## config.mk

```make
export PLATFORM = sky130hd
export DESIGN_NAME = hpet_timer_block_unit
export DESIGN_NICKNAME = d
export VERILOG_FILES = /design/src/hpet_pkg.sv /design/src/hpet_front.sv /design/src/hpet_back.sv /design/src/hpet_timer_block_unit.sv
export SDC_FILE = /design/constraint.sdc
export NUM_CORES = 2
export LEC_CHECK = 0
export BUFFER_PORTS_ARGS = -buffer_cell sky130_fd_sc_hd__buf_2
export CORE_UTILIZATION = 55
export DETAILED_ROUTE_END_ITERATION = 10
export HOLD_SLACK_MARGIN = 0.03
export PLACE_DENSITY = 0.72
export SLEW_MARGIN = 25
export SYNTH_ARGS = -nofsm -noshare
export SYNTH_HDL_FRONTEND = slang
export SYNTH_SLANG_ARGS = --single-unit
```

## constraint.sdc

```tcl
create_clock -name clk -period 5.5 [get_ports clk]
set_input_delay 1.1 -clock clk [delete_from_list [all_inputs] [get_ports clk]]
set_output_delay 1.1 -clock clk [all_outputs]
set_load 0.01 [all_outputs]
```

## src/hpet_pkg.sv

```systemverilog
// shared types and constants for the event-timer register block
`default_nettype none
package hpet_pkg;
  localparam int NUM_TIMERS = 3;
  localparam int TW = (NUM_TIMERS > 1) ? $clog2(NUM_TIMERS) : 1;

  localparam logic [1:0] OP_TICK  = 2'd0;
  localparam logic [1:0] OP_READ  = 2'd1;
  localparam logic [1:0] OP_WRITE = 2'd2;

  localparam logic [7:0] A_CAP    = 8'h00;
  localparam logic [7:0] A_PERIOD = 8'h01;
  localparam logic [7:0] A_GCFG   = 8'h04;
  localparam logic [7:0] A_ISR    = 8'h08;
  localparam logic [7:0] A_CNT_LO = 8'h3C;
  localparam logic [7:0] A_CNT_HI = 8'h3D;
  localparam logic [7:0] A_TIMER0 = 8'h40;

  localparam logic [2:0] R_CFG    = 3'd0;
  localparam logic [2:0] R_CMP_LO = 3'd2;
  localparam logic [2:0] R_CMP_HI = 3'd3;

  localparam logic [0:0] CFG_IDX_PERIOD = 1'b0;
  localparam logic [0:0] CFG_IDX_VENDOR = 1'b1;

  // decoded command from the front part
  typedef enum logic [3:0] {
    K_NONE, K_TICK, K_RD_CAP, K_RD_PERIOD, K_RD_GCFG, K_RD_ISR, K_RD_CNT_LO,
    K_RD_CNT_HI, K_RD_TCFG, K_RD_CMP_LO, K_RD_CMP_HI, K_WR_GCFG, K_WR_ISR,
    K_WR_CNT, K_WR_TCFG, K_WR_CMP
  } kind_t;

  typedef struct packed {
    kind_t       kind;
    logic [TW-1:0] timer;
    logic        high;
    logic [31:0] data;
  } cmd_t;
endpackage
`default_nettype wire

```

## src/hpet_front.sv

```systemverilog
// front part: accepts beats, decodes address into a command, two-entry queue
`default_nettype none
module hpet_front (
  input  wire logic              clk,
  input  wire logic              rst,
  input  wire logic              s_tvalid,
  output logic                   s_tready,
  input  wire logic [47:0]       s_tdata,
  output logic                   q_valid,
  input  wire logic              q_ready,
  output hpet_pkg::cmd_t         q_cmd
);
  import hpet_pkg::*;

  logic [1:0]  op;
  logic [7:0]  addr;
  logic [31:0] wdata;
  logic [7:0]  toff;
  logic [4:0]  tnum;
  logic [2:0]  treg;
  cmd_t        dec;
  cmd_t        q [2];
  logic        rd_ptr, wr_ptr;
  logic [1:0]  count;
  logic        push, pop;

  assign op    = s_tdata[1:0];
  assign addr  = s_tdata[9:2];
  assign wdata = s_tdata[41:10];
  assign toff  = addr - A_TIMER0;
  assign tnum  = toff[7:3];
  assign treg  = toff[2:0];

  // address decode
  always_comb begin
    logic ten;
    ten = (addr >= A_TIMER0) && (32'(tnum) < NUM_TIMERS);
    dec.kind  = K_NONE;
    dec.timer = tnum[TW-1:0];
    dec.high  = (addr == A_CNT_HI) || (treg == R_CMP_HI);
    dec.data  = wdata;
    if (op == OP_TICK) begin
      dec.kind = K_TICK;
    end else if (op == OP_READ) begin
      if (addr == A_CAP) dec.kind = K_RD_CAP;
      else if (addr == A_PERIOD) dec.kind = K_RD_PERIOD;
      else if (addr == A_GCFG) dec.kind = K_RD_GCFG;
      else if (addr == A_ISR) dec.kind = K_RD_ISR;
      else if (addr == A_CNT_LO) dec.kind = K_RD_CNT_LO;
      else if (addr == A_CNT_HI) dec.kind = K_RD_CNT_HI;
      else if (ten && treg == R_CFG) dec.kind = K_RD_TCFG;
      else if (ten && treg == R_CMP_LO) dec.kind = K_RD_CMP_LO;
      else if (ten && treg == R_CMP_HI) dec.kind = K_RD_CMP_HI;
    end else if (op == OP_WRITE) begin
      if (addr == A_GCFG) dec.kind = K_WR_GCFG;
      else if (addr == A_ISR) dec.kind = K_WR_ISR;
      else if (addr == A_CNT_LO || addr == A_CNT_HI) dec.kind = K_WR_CNT;
      else if (ten && treg == R_CFG) dec.kind = K_WR_TCFG;
      else if (ten && (treg == R_CMP_LO || treg == R_CMP_HI)) dec.kind = K_WR_CMP;
    end
  end

  assign s_tready = (count != 2'd2);
  assign push     = s_tvalid && s_tready;
  assign q_valid  = (count != 2'd0);
  assign pop      = q_valid && q_ready;
  assign q_cmd    = q[rd_ptr];

  // command queue
  always_ff @(posedge clk) begin
    if (push) q[wr_ptr] <= dec;
    if (rst) begin
      rd_ptr <= 1'b0;
      wr_ptr <= 1'b0;
      count  <= 2'd0;
    end else begin
      if (push) wr_ptr <= ~wr_ptr;
      if (pop) rd_ptr <= ~rd_ptr;
      count <= count + 2'(push) - 2'(pop);
    end
  end
endmodule
`default_nettype wire

```

## src/hpet_back.sv

```systemverilog
// back part: register state, counter, comparators, and output register
`default_nettype none
module hpet_back (
  input  wire logic              clk,
  input  wire logic              rst,
  input  wire logic              q_valid,
  output logic                   q_ready,
  input  hpet_pkg::cmd_t         q_cmd,
  input  wire logic              cfg_we,
  input  wire logic [0:0]        cfg_index,
  input  wire logic [26:0]       cfg_data,
  output logic                   m_tvalid,
  input  wire logic              m_tready,
  output logic [39:0]            m_tdata
);
  import hpet_pkg::*;

  logic [26:0] tick_period_fs;
  logic [15:0] vendor_id;
  logic        global_enable, legacy_route;
  logic [63:0] main_counter;
  logic [3:0]  tcfg [NUM_TIMERS];
  logic [63:0] comparator [NUM_TIMERS];
  logic [63:0] period [NUM_TIMERS];
  logic [NUM_TIMERS-1:0] pend;
  logic [NUM_TIMERS-1:0] status;
  logic [63:0] cnt_inc;
  logic        go;
  logic [31:0] rdata;
  logic [NUM_TIMERS-1:0] inten;
  logic [NUM_TIMERS-1:0] status_next;
  logic [3:0]  c;

  assign q_ready = !m_tvalid || m_tready;
  assign go      = q_valid && q_ready;
  assign cnt_inc = main_counter + 64'd1;
  assign c       = tcfg[q_cmd.timer];

  // read mux
  always_comb begin
    rdata = '0;
    case (q_cmd.kind)
      K_RD_CAP:    rdata = {vendor_id, 1'b1, 1'b0, 1'b1, 5'(NUM_TIMERS - 1), 8'd1};
      K_RD_PERIOD: rdata = {5'd0, tick_period_fs};
      K_RD_GCFG:   rdata = {30'd0, legacy_route, global_enable};
      K_RD_ISR:    rdata = 32'(status);
      K_RD_CNT_LO: rdata = main_counter[31:0];
      K_RD_CNT_HI: rdata = main_counter[63:32];
      K_RD_TCFG:   rdata = {23'd0, c[3], 2'b00, 2'b11, c[2], c[1], c[0], 1'b0};
      K_RD_CMP_LO: rdata = comparator[q_cmd.timer][31:0];
      K_RD_CMP_HI: rdata = c[3] ? 32'd0 : comparator[q_cmd.timer][63:32];
      default:     rdata = '0;
    endcase
  end

  // status after this beat, feeds irq output
  always_comb begin
    status_next = status;
    for (int n = 0; n < NUM_TIMERS; n++) begin
      inten[n] = tcfg[n][1];
      if (q_cmd.kind == K_TICK && global_enable) begin
        if (tcfg[n][3] ? (cnt_inc[31:0] == comparator[n][31:0])
                       : (cnt_inc == comparator[n]))
          status_next[n] = 1'b1;
      end
    end
    if (q_cmd.kind == K_WR_ISR) status_next = status & ~q_cmd.data[NUM_TIMERS-1:0];
  end

  // configuration registers
  always_ff @(posedge clk) begin
    if (rst) begin
      tick_period_fs <= 27'd69841279;
      vendor_id      <= 16'd32902;
    end else if (cfg_we) begin
      if (cfg_index == CFG_IDX_PERIOD) tick_period_fs <= cfg_data;
      else vendor_id <= cfg_data[15:0];
    end
  end

  // register state
  always_ff @(posedge clk) begin
    if (rst) begin
      global_enable <= 1'b0;
      legacy_route  <= 1'b0;
      main_counter  <= '0;
      pend          <= '0;
      status        <= '0;
      for (int n = 0; n < NUM_TIMERS; n++) begin
        tcfg[n]       <= '0;
        comparator[n] <= '1;
        period[n]     <= '0;
      end
    end else if (go) begin
      status <= status_next;
      case (q_cmd.kind)
        K_TICK: begin
          if (global_enable) begin
            main_counter <= cnt_inc;
            for (int n = 0; n < NUM_TIMERS; n++) begin
              if (status_next[n] != status[n] || (tcfg[n][3]
                  ? (cnt_inc[31:0] == comparator[n][31:0]) : (cnt_inc == comparator[n])))
                if (tcfg[n][2]) begin
                  if (tcfg[n][3]) comparator[n] <= {32'd0, comparator[n][31:0] + period[n][31:0]};
                  else comparator[n] <= comparator[n] + period[n];
                end
            end
          end
        end
        K_WR_GCFG: begin
          global_enable <= q_cmd.data[0];
          legacy_route  <= q_cmd.data[1];
        end
        K_WR_CNT: begin
          if (!global_enable) begin
            if (q_cmd.high) main_counter[63:32] <= q_cmd.data;
            else main_counter[31:0] <= q_cmd.data;
          end
        end
        K_WR_TCFG: begin
          tcfg[q_cmd.timer] <= {q_cmd.data[8], q_cmd.data[3], q_cmd.data[2], q_cmd.data[1]};
          if (q_cmd.data[6]) pend[q_cmd.timer] <= 1'b1;
        end
        K_WR_CMP: begin
          if (!(q_cmd.high && c[3])) begin
            if (pend[q_cmd.timer] || !c[2]) begin
              if (q_cmd.high) comparator[q_cmd.timer][63:32] <= q_cmd.data;
              else if (c[3]) comparator[q_cmd.timer] <= {32'd0, q_cmd.data};
              else comparator[q_cmd.timer][31:0] <= q_cmd.data;
            end
            if (pend[q_cmd.timer] || c[2]) begin
              if (q_cmd.high) period[q_cmd.timer][63:32] <= q_cmd.data;
              else if (c[3]) period[q_cmd.timer] <= {32'd0, q_cmd.data};
              else period[q_cmd.timer][31:0] <= q_cmd.data;
            end
            pend[q_cmd.timer] <= 1'b0;
          end
        end
        default: ;
      endcase
    end
  end

  // output register
  always_ff @(posedge clk) begin
    logic [2:0] irq;
    irq = '0;
    for (int n = 0; n < NUM_TIMERS && n < 3; n++) begin
      if (status_next[n] && (q_cmd.kind == K_WR_TCFG && q_cmd.timer == TW'(n)
          ? q_cmd.data[2] : inten[n]))
        irq[n] = 1'b1;
    end
    if (go) m_tdata <= {5'd0, irq, rdata};
    if (rst) m_tvalid <= 1'b0;
    else if (go) m_tvalid <= 1'b1;
    else if (m_tready) m_tvalid <= 1'b0;
  end
endmodule
`default_nettype wire

```

## src/hpet_timer_block_unit.sv

```systemverilog
// top level of the event-timer register block
`default_nettype none
// Event-timer register block with a 64-bit main counter and NUM_TIMERS
// comparator timers. Each input beat is a tick, a 32-bit register read or
// a 32-bit register write; each gives exactly one output beat carrying the
// read data and the interrupt lines after the beat. One beat per cycle is
// sustained while m_tready holds; a beat passes the decode queue, then the
// execute stage that updates all timer state and loads the output register.
module hpet_timer_block_unit (
  input  wire logic        clk,
  input  wire logic        rst,
  input  wire logic        s_tvalid,
  output logic             s_tready,
  input  wire logic [47:0] s_tdata,  // operation[1:0], dword_address[9:2], write_data[41:10]
  output logic             m_tvalid,
  input  wire logic        m_tready,
  output logic [39:0]      m_tdata,  // read_data[31:0], irq_lines[34:32]
  input  wire logic        cfg_we,
  input  wire logic [0:0]  cfg_index,
  input  wire logic [26:0] cfg_data
);
  import hpet_pkg::*;

  logic q_valid, q_ready;
  cmd_t q_cmd;

  hpet_front u_front (
    .clk, .rst, .s_tvalid, .s_tready, .s_tdata,
    .q_valid, .q_ready, .q_cmd
  );

  hpet_back u_back (
    .clk, .rst, .q_valid, .q_ready, .q_cmd,
    .cfg_we, .cfg_index, .cfg_data,
    .m_tvalid, .m_tready, .m_tdata
  );
endmodule
`default_nettype wire

```

# Yosys cells after proc, flatten, opt, wreduce, memory -nomap -nowiden
# Memory sizes are Yosys's and may differ from the RTL's. A register that Yosys moved wholly into a read port is not among the register bits.
# Cells that the tools add are included.
[word_totals] n_memories=4 in_bits=81 out_inout_bits=42 ff_bits=155 ramBits=474 wordCells=302
[mem_list] memory="u_back.comparator" words=3 word_bits=64 read_ports=4 rd_ports_with_merged_regs=0 wr=3 line_no="hpet_back.sv:23" rtl="logic [63:0] comparator [NUM_TIMERS];"
[mem_list] memory="u_back.period" words=3 word_bits=64 read_ports=3 rd_ports_with_merged_regs=0 wr=3 line_no="hpet_back.sv:24" rtl="logic [63:0] period [NUM_TIMERS];"
[mem_list] memory="u_front.q" words=2 word_bits=39 read_ports=1 rd_ports_with_merged_regs=1 wr=1 line_no="hpet_front.sv:22" rtl="cmd_t q [2];"
[mem_list] memory="u_back.tcfg" words=3 word_bits=4 read_ports=4 rd_ports_with_merged_regs=0 wr=3 line_no="hpet_back.sv:22" rtl="logic [3:0] tcfg [NUM_TIMERS];"
[op_classes] n_eq_ne=42 reduce_logical=44 bitwise_logic=18 n_lt_le_gt_ge=4 n_mux=167 add_sub_neg=10
[op_table] operator="$mux 64" n=10
[op_table] operator="$pmux 32 s9" n=1
[op_table] operator="$mux 32" n=7
[op_table] operator="$add 64x64->64" n=3
[op_table] operator="$eq 64x64->1" n=3
[op_table] operator="$pmux 64 s2" n=1
[op_table] operator="$reduce_or 64->1" n=2
[op_table] operator="$mux 1" n=119
[op_table] operator="$add 32x32->32" n=3
[op_table] operator="$eq 32x32->1" n=3
[op_table] operator="$mux 4" n=18
[op_table] operator="$add 64x1->64 const B" n=1
[op_table] operator="$eq 4x4->1 const B" n=8
[op_table] operator="$eq 4x3->1 const B" n=4
[op_table] operator="$eq 8x6->1 const B" n=2
[op_table] operator="$logic_and 1x1->1" n=16
[op_table] operator="$mux 2" n=5
[op_table] operator="$or 1x1->1" n=10
[op_table] operator="$reduce_and 5->1" n=2
[op_table] operator="$logic_or 1x1->1" n=9
[op_table] operator="$mux 3" n=3
[op_table] operator="$eq 4x2->1 const B" n=2
[op_table] operator="$eq 8x1->1 const B" n=1
[op_table] operator="$eq 8x3->1 const B" n=1
[op_table] operator="other kinds (30)" n=51

# Depth between registers and ports, before layout
[logic_depth] ltp_word=17 ltp_mapped=19 ltp_nobuf=16

# Hierarchy
# From an unflattened synthesis, not the netlist that was laid out.
[hier_totals] hier_cells=5085 hier_area_um2=48415.2
[modules_own_cells] mod="hpet_back" n_inst=1 area_per_inst_um2=45127.0 seq_area_each_um2=17306.6 cells_per_inst=4903
[modules_own_cells] mod="hpet_front" n_inst=1 area_per_inst_um2=3288.2 seq_area_each_um2=2442.3 cells_per_inst=182

# Worst setup path before layout
# OpenSTA, ideal clock, no wires.
[synth_path] path_kind="register -> register" start="reg u_back.main_counter[13]" end="mem u_back.comparator[2][0] (enable)" path_buffers=4 setup_ps=394 arrival_time_ps=4600 setup_slack_ps=506 stages_incl_launch_ff=16 required_time_ps=5106 period_less_slack_ps=4994 path_cell_list="dfxtp_1 -> buf_2 -> and3_1 -> buf_2 -> nand4_1 -> clkbuf_1 -> nor4_1 -> xnor2_1 -> xor2_1 -> nand3_1 -> or4_1 -> nor4_1 -> o2111ai_1 -> o21ai_2 -> clkbuf_1 -> nand2b_1"
[synth_rtl] item="start, declared" line_no="hpet_back.sv:21" rtl="logic [63:0] main_counter;"
[synth_rtl] item="start signal, assigned" line_no="hpet_back.sv:99" rtl="main_counter <= cnt_inc;"
[synth_rtl] item="start signal, assigned" line_no="hpet_back.sv:117" rtl="else main_counter[31:0] <= q_cmd.data;"
[synth_rtl] item="end, declared" line_no="hpet_back.sv:23"

==> results.yml <==
outcome:
  status: "finished with violations"
  violations: "design-rule violations"
floorplanning:
  start_util: 0.558
  core_um2: 82400
  die_area_um2: 84700
  rows: 105
  io_pins: 123
  die_y_um: 291
  die-width_um: 291
power_and_ir_drop:
  power.density_nw_per_um2: 305
  total_leakage_power_nw: 18.5
  p_total_mw: 15.9
  ir_drop_mv: 0.403
cts:
  clk_pin_slew_ns: 0.07
  clock_sinks: 698
  cts-htree-levels: 3
  cts-root-buf: "clkbuf_16"
  clk_path_buf_depth: 3
  cts_tree: "done"
  cts_buffers: 79
  clkLatencyLatePin_ns: 0.68
  hold_buffers: 0
yosys:
  synth_top_area_share: 0.377
  synth_edf_count: 577
  synthCells: 4791
  synth-adder-area-share: 0.0536
  synth_cell_types: 96
  ys_warn_count: 0
  ys_seq_area_frac: 0.430
  ys_seq_elements: 698
  synth.largest_area_cell: "edfxtp_1"
  synth-compound-area-share: 0.179
  ys.flop_type: "edfxtp_1"
  synthMuxAreaShare: 0.0441
  synthXorXnorAreaFrac: 0.0811
  ys_async_sr_fraction: 0
  synth_top_family_by_area: "compound AO/OA/AOI/OAI gates"
  post_synth_instance_area_um2: 45900
  syn_avg_cell_area_um2: 9.59
  synthTopCellsByArea: "edfxtp_1, a21oi_1, dfxtp_1, ha_1, xnor2_1"
  synthSimpleGateAreaFrac: 0.173
timing:
  max_freq_mhz: 185
  slew_viol_final: 0
  fin_crit_sh: 0.983
  setup_viol: 0
  min_period_ns: 5.41
  worst_slew_pin_slew_ns: 1.15
  rsz0062_at_grt: "false"
  hold_viol: 0
  maxSlewHeadroom: 0.228
  fin_skew_ns: 0.0371
  setup_tns_ns: 0
placed_design:
  dpl.hpwl_um: 150000
  io_buffers: 111
  place_congestion: 1.10
grt:
  grt.total_usage: 0.446
  antenna_found_initial: 10
  grt_pass1_wl_um: 271000
  grt.overflow.total: 0
  first_global_vias: 38250
  grt_max_degree: 97
critical_path:
  path_cells: "and4_1 -> buf_4 -> nand4_4 -> or4_1 -> or3_1 -> xor2_1 -> a21oi_1 -> or3b_2 -> o41ai_2 -> buf_4 -> nand2_1 -> a21oi_2 -> nor3_2 -> buf_12 -> buf_4 -> a21oi_1 -> a21oi_1"
  critPathRequiredTime_ns: 5.91
  cpPeakStageDelay_ns: 0.70
  cp_slowest_cell: "or4_1"
  cp.buffers_inverters: 4
  crit_fanout: 24
  arrival_ns: 5.81
  startpoint_type: "flop"
  worstSetupPathType: "reg -> reg"
  end_kind: "flop"
  path_delay_family: "simple AND/OR/NAND/NOR gates"
layout:
  seqCellArea_um2: 19800
  nets: 5269
  drive_gt1_frac: 0.143
  most-common-layout-cells: "edfxtp_1, a21oi_1, nand2_1, nor2_1, buf_4"
  multiInputGateArea_um2: 24700
  fill_cells: 6864
  synthToLayoutAreaGrowth_pct: 13.5
  final_common_cell: "edfxtp_1"
drt:
  wl_met1_um: 73900
  highest_layer: "met5"
  vias: 42263
  drt_wl_total_um: 192000
  routedWlPerCell_um: 31.3
  initialDrtViolationCount: 7018
  drc: 2
  wl_met3_um: 32500
  first_pass_iters: 11
  met2_length_um: 75000
  ant_nets: 0
  via_per_inst: 6.88
flow_run:
  cap_violations: 0
worst_hold_path:
  min_path_type: "reg -> reg"
-- tightest hold or removal path: stages (launching register included) --
cell and delay, ns:
dfxtp_1 0.31, nand2_1 0.05, a21oi_1 0.05
-- registers in the layout, indices dropped and copies added, names as in the netlist, named ones only --
signal                 cells
u_back.period            192
u_back.global_enable       1
u_back.main_counter       64
u_front.rd_ptr             1
u_back.status              3
u_front.q                 78
u_back.tcfg               16
u_back.comparator        256
u_back.vendor_id          16
u_front.count              2
u_back.m_tvalid            1
u_back.m_tdata            35
u_back.tick_period_fs     27
u_back.legacy_route        1
u_front.wr_ptr             1
-- report_power, final --
group          internal (mW)  total [mW]  switching, mW  leakage (nW)
Sequential              6.09        6.26          0.166          6.08
Clock                   3.08        5.48           2.40          1.29
Combinational           1.21        4.15           2.94          11.1
Total                   10.4        15.9           5.50          18.5
-- final cells by class --
cell class | count | share of cell area
multi-input cells | 3666 | 0.474
flip-flops and latches | 698 | 0.379
repair buffers | 411 | 0.0597
clock buffers | 96 | 0.0407
well taps | 1070 | 0.0257
clock inverters | 51 | 0.0104
inverters | 137 | 0.00986
diodes | 13 | 0.000624
-- worst paths after layout --
check / startpoint / slack, ns / depth (start not counted) / endpoint
setup / recovery: u_back.main_counter[4]$_SDFFE_PP0P_ / 0.09 / 17 / u_back.comparator[1][54]$_DFFE_PP_
hold / removal: u_back.vendor_id[4]$_SDFFE_PP0P_ / 0.46 / 2 / u_back.vendor_id[4]$_SDFFE_PP0P_
setup reg to reg: u_back.main_counter[4]$_SDFFE_PP0P_ / 0.09 / 17 / u_back.comparator[1][54]$_DFFE_PP_
hold reg to reg: u_back.vendor_id[4]$_SDFFE_PP0P_ / 0.46 / 2 / u_back.vendor_id[4]$_SDFFE_PP0P_
-- repair_timing --
action	CTS	global route
resized for setup	0	3
endpoints found under the setup margin	0	239
setup buffers	0	0
-- logic make-up (layout without fill, tap and decap cells) --
kind of cell	Yosys count	in the layout
DFF	698	698
other	1	18
xor gates and xnor gates	416	416
and+or+nand+nor	1614	1614
adders and majority gates	195	195
AOI/OAI and AO/OA	1319	1319
muxes	117	117
buffers and inverters	431	695
-- cell usage after synthesis (41+ instances only) --
| library cell | n |
|---|---|
| nor3_1 | 190 |
| nor2_1 | 415 |
| clkbuf_1 | 210 |
| a21o_1 | 119 |
| o21ai_0 | 223 |
| nand2_1 | 433 |
| a21oi_1 | 532 |
| dfxtp_1 | 121 |
| edfxtp_1 | 577 |
| mux4_2 | 68 |
| nand2b_1 | 47 |
| nand3_1 | 96 |
| mux2i_1 | 45 |
| inv_1 | 136 |
| and3_1 | 50 |
| ha_1 | 192 |
| xor2_1 | 144 |
| xnor2_1 | 266 |
| nand4_1 | 79 |
| nor4_1 | 57 |
| nor2b_1 | 42 |
| a22oi_1 | 92 |
| o21a_1 | 42 |
| a31oi_1 | 41 |
| buf_2 | 53 |
-- layer usage --
layer,global-route usage,vias up
li1,-,18307
met1,0.627,20189
met2,0.599,3259
met3,0.167,500
met4,0.215,8
met5,0,-
-- stage by stage --
step / utilization / hold slack (ns) / cell area [um^2] / cells / setup WS, ns
after floorplan: - / 0.436 / 45900 / 4795 / 0.506
after global placement: 0.599 / 0.443 / 49400 / 5980 / 0.311
after detailed placement: 0.600 / 0.448 / 49400 / 5981 / 0.214
after CTS: 0.632 / 0.455 / 52000 / 6128 / 0.191
after global routing: 0.633 / 0.480 / 52100 / 6129 / 0.0269
final: 0.633 / 0.460 / 52100 / 6142 / 0.0942
Power figures use the tool's default switching activity.
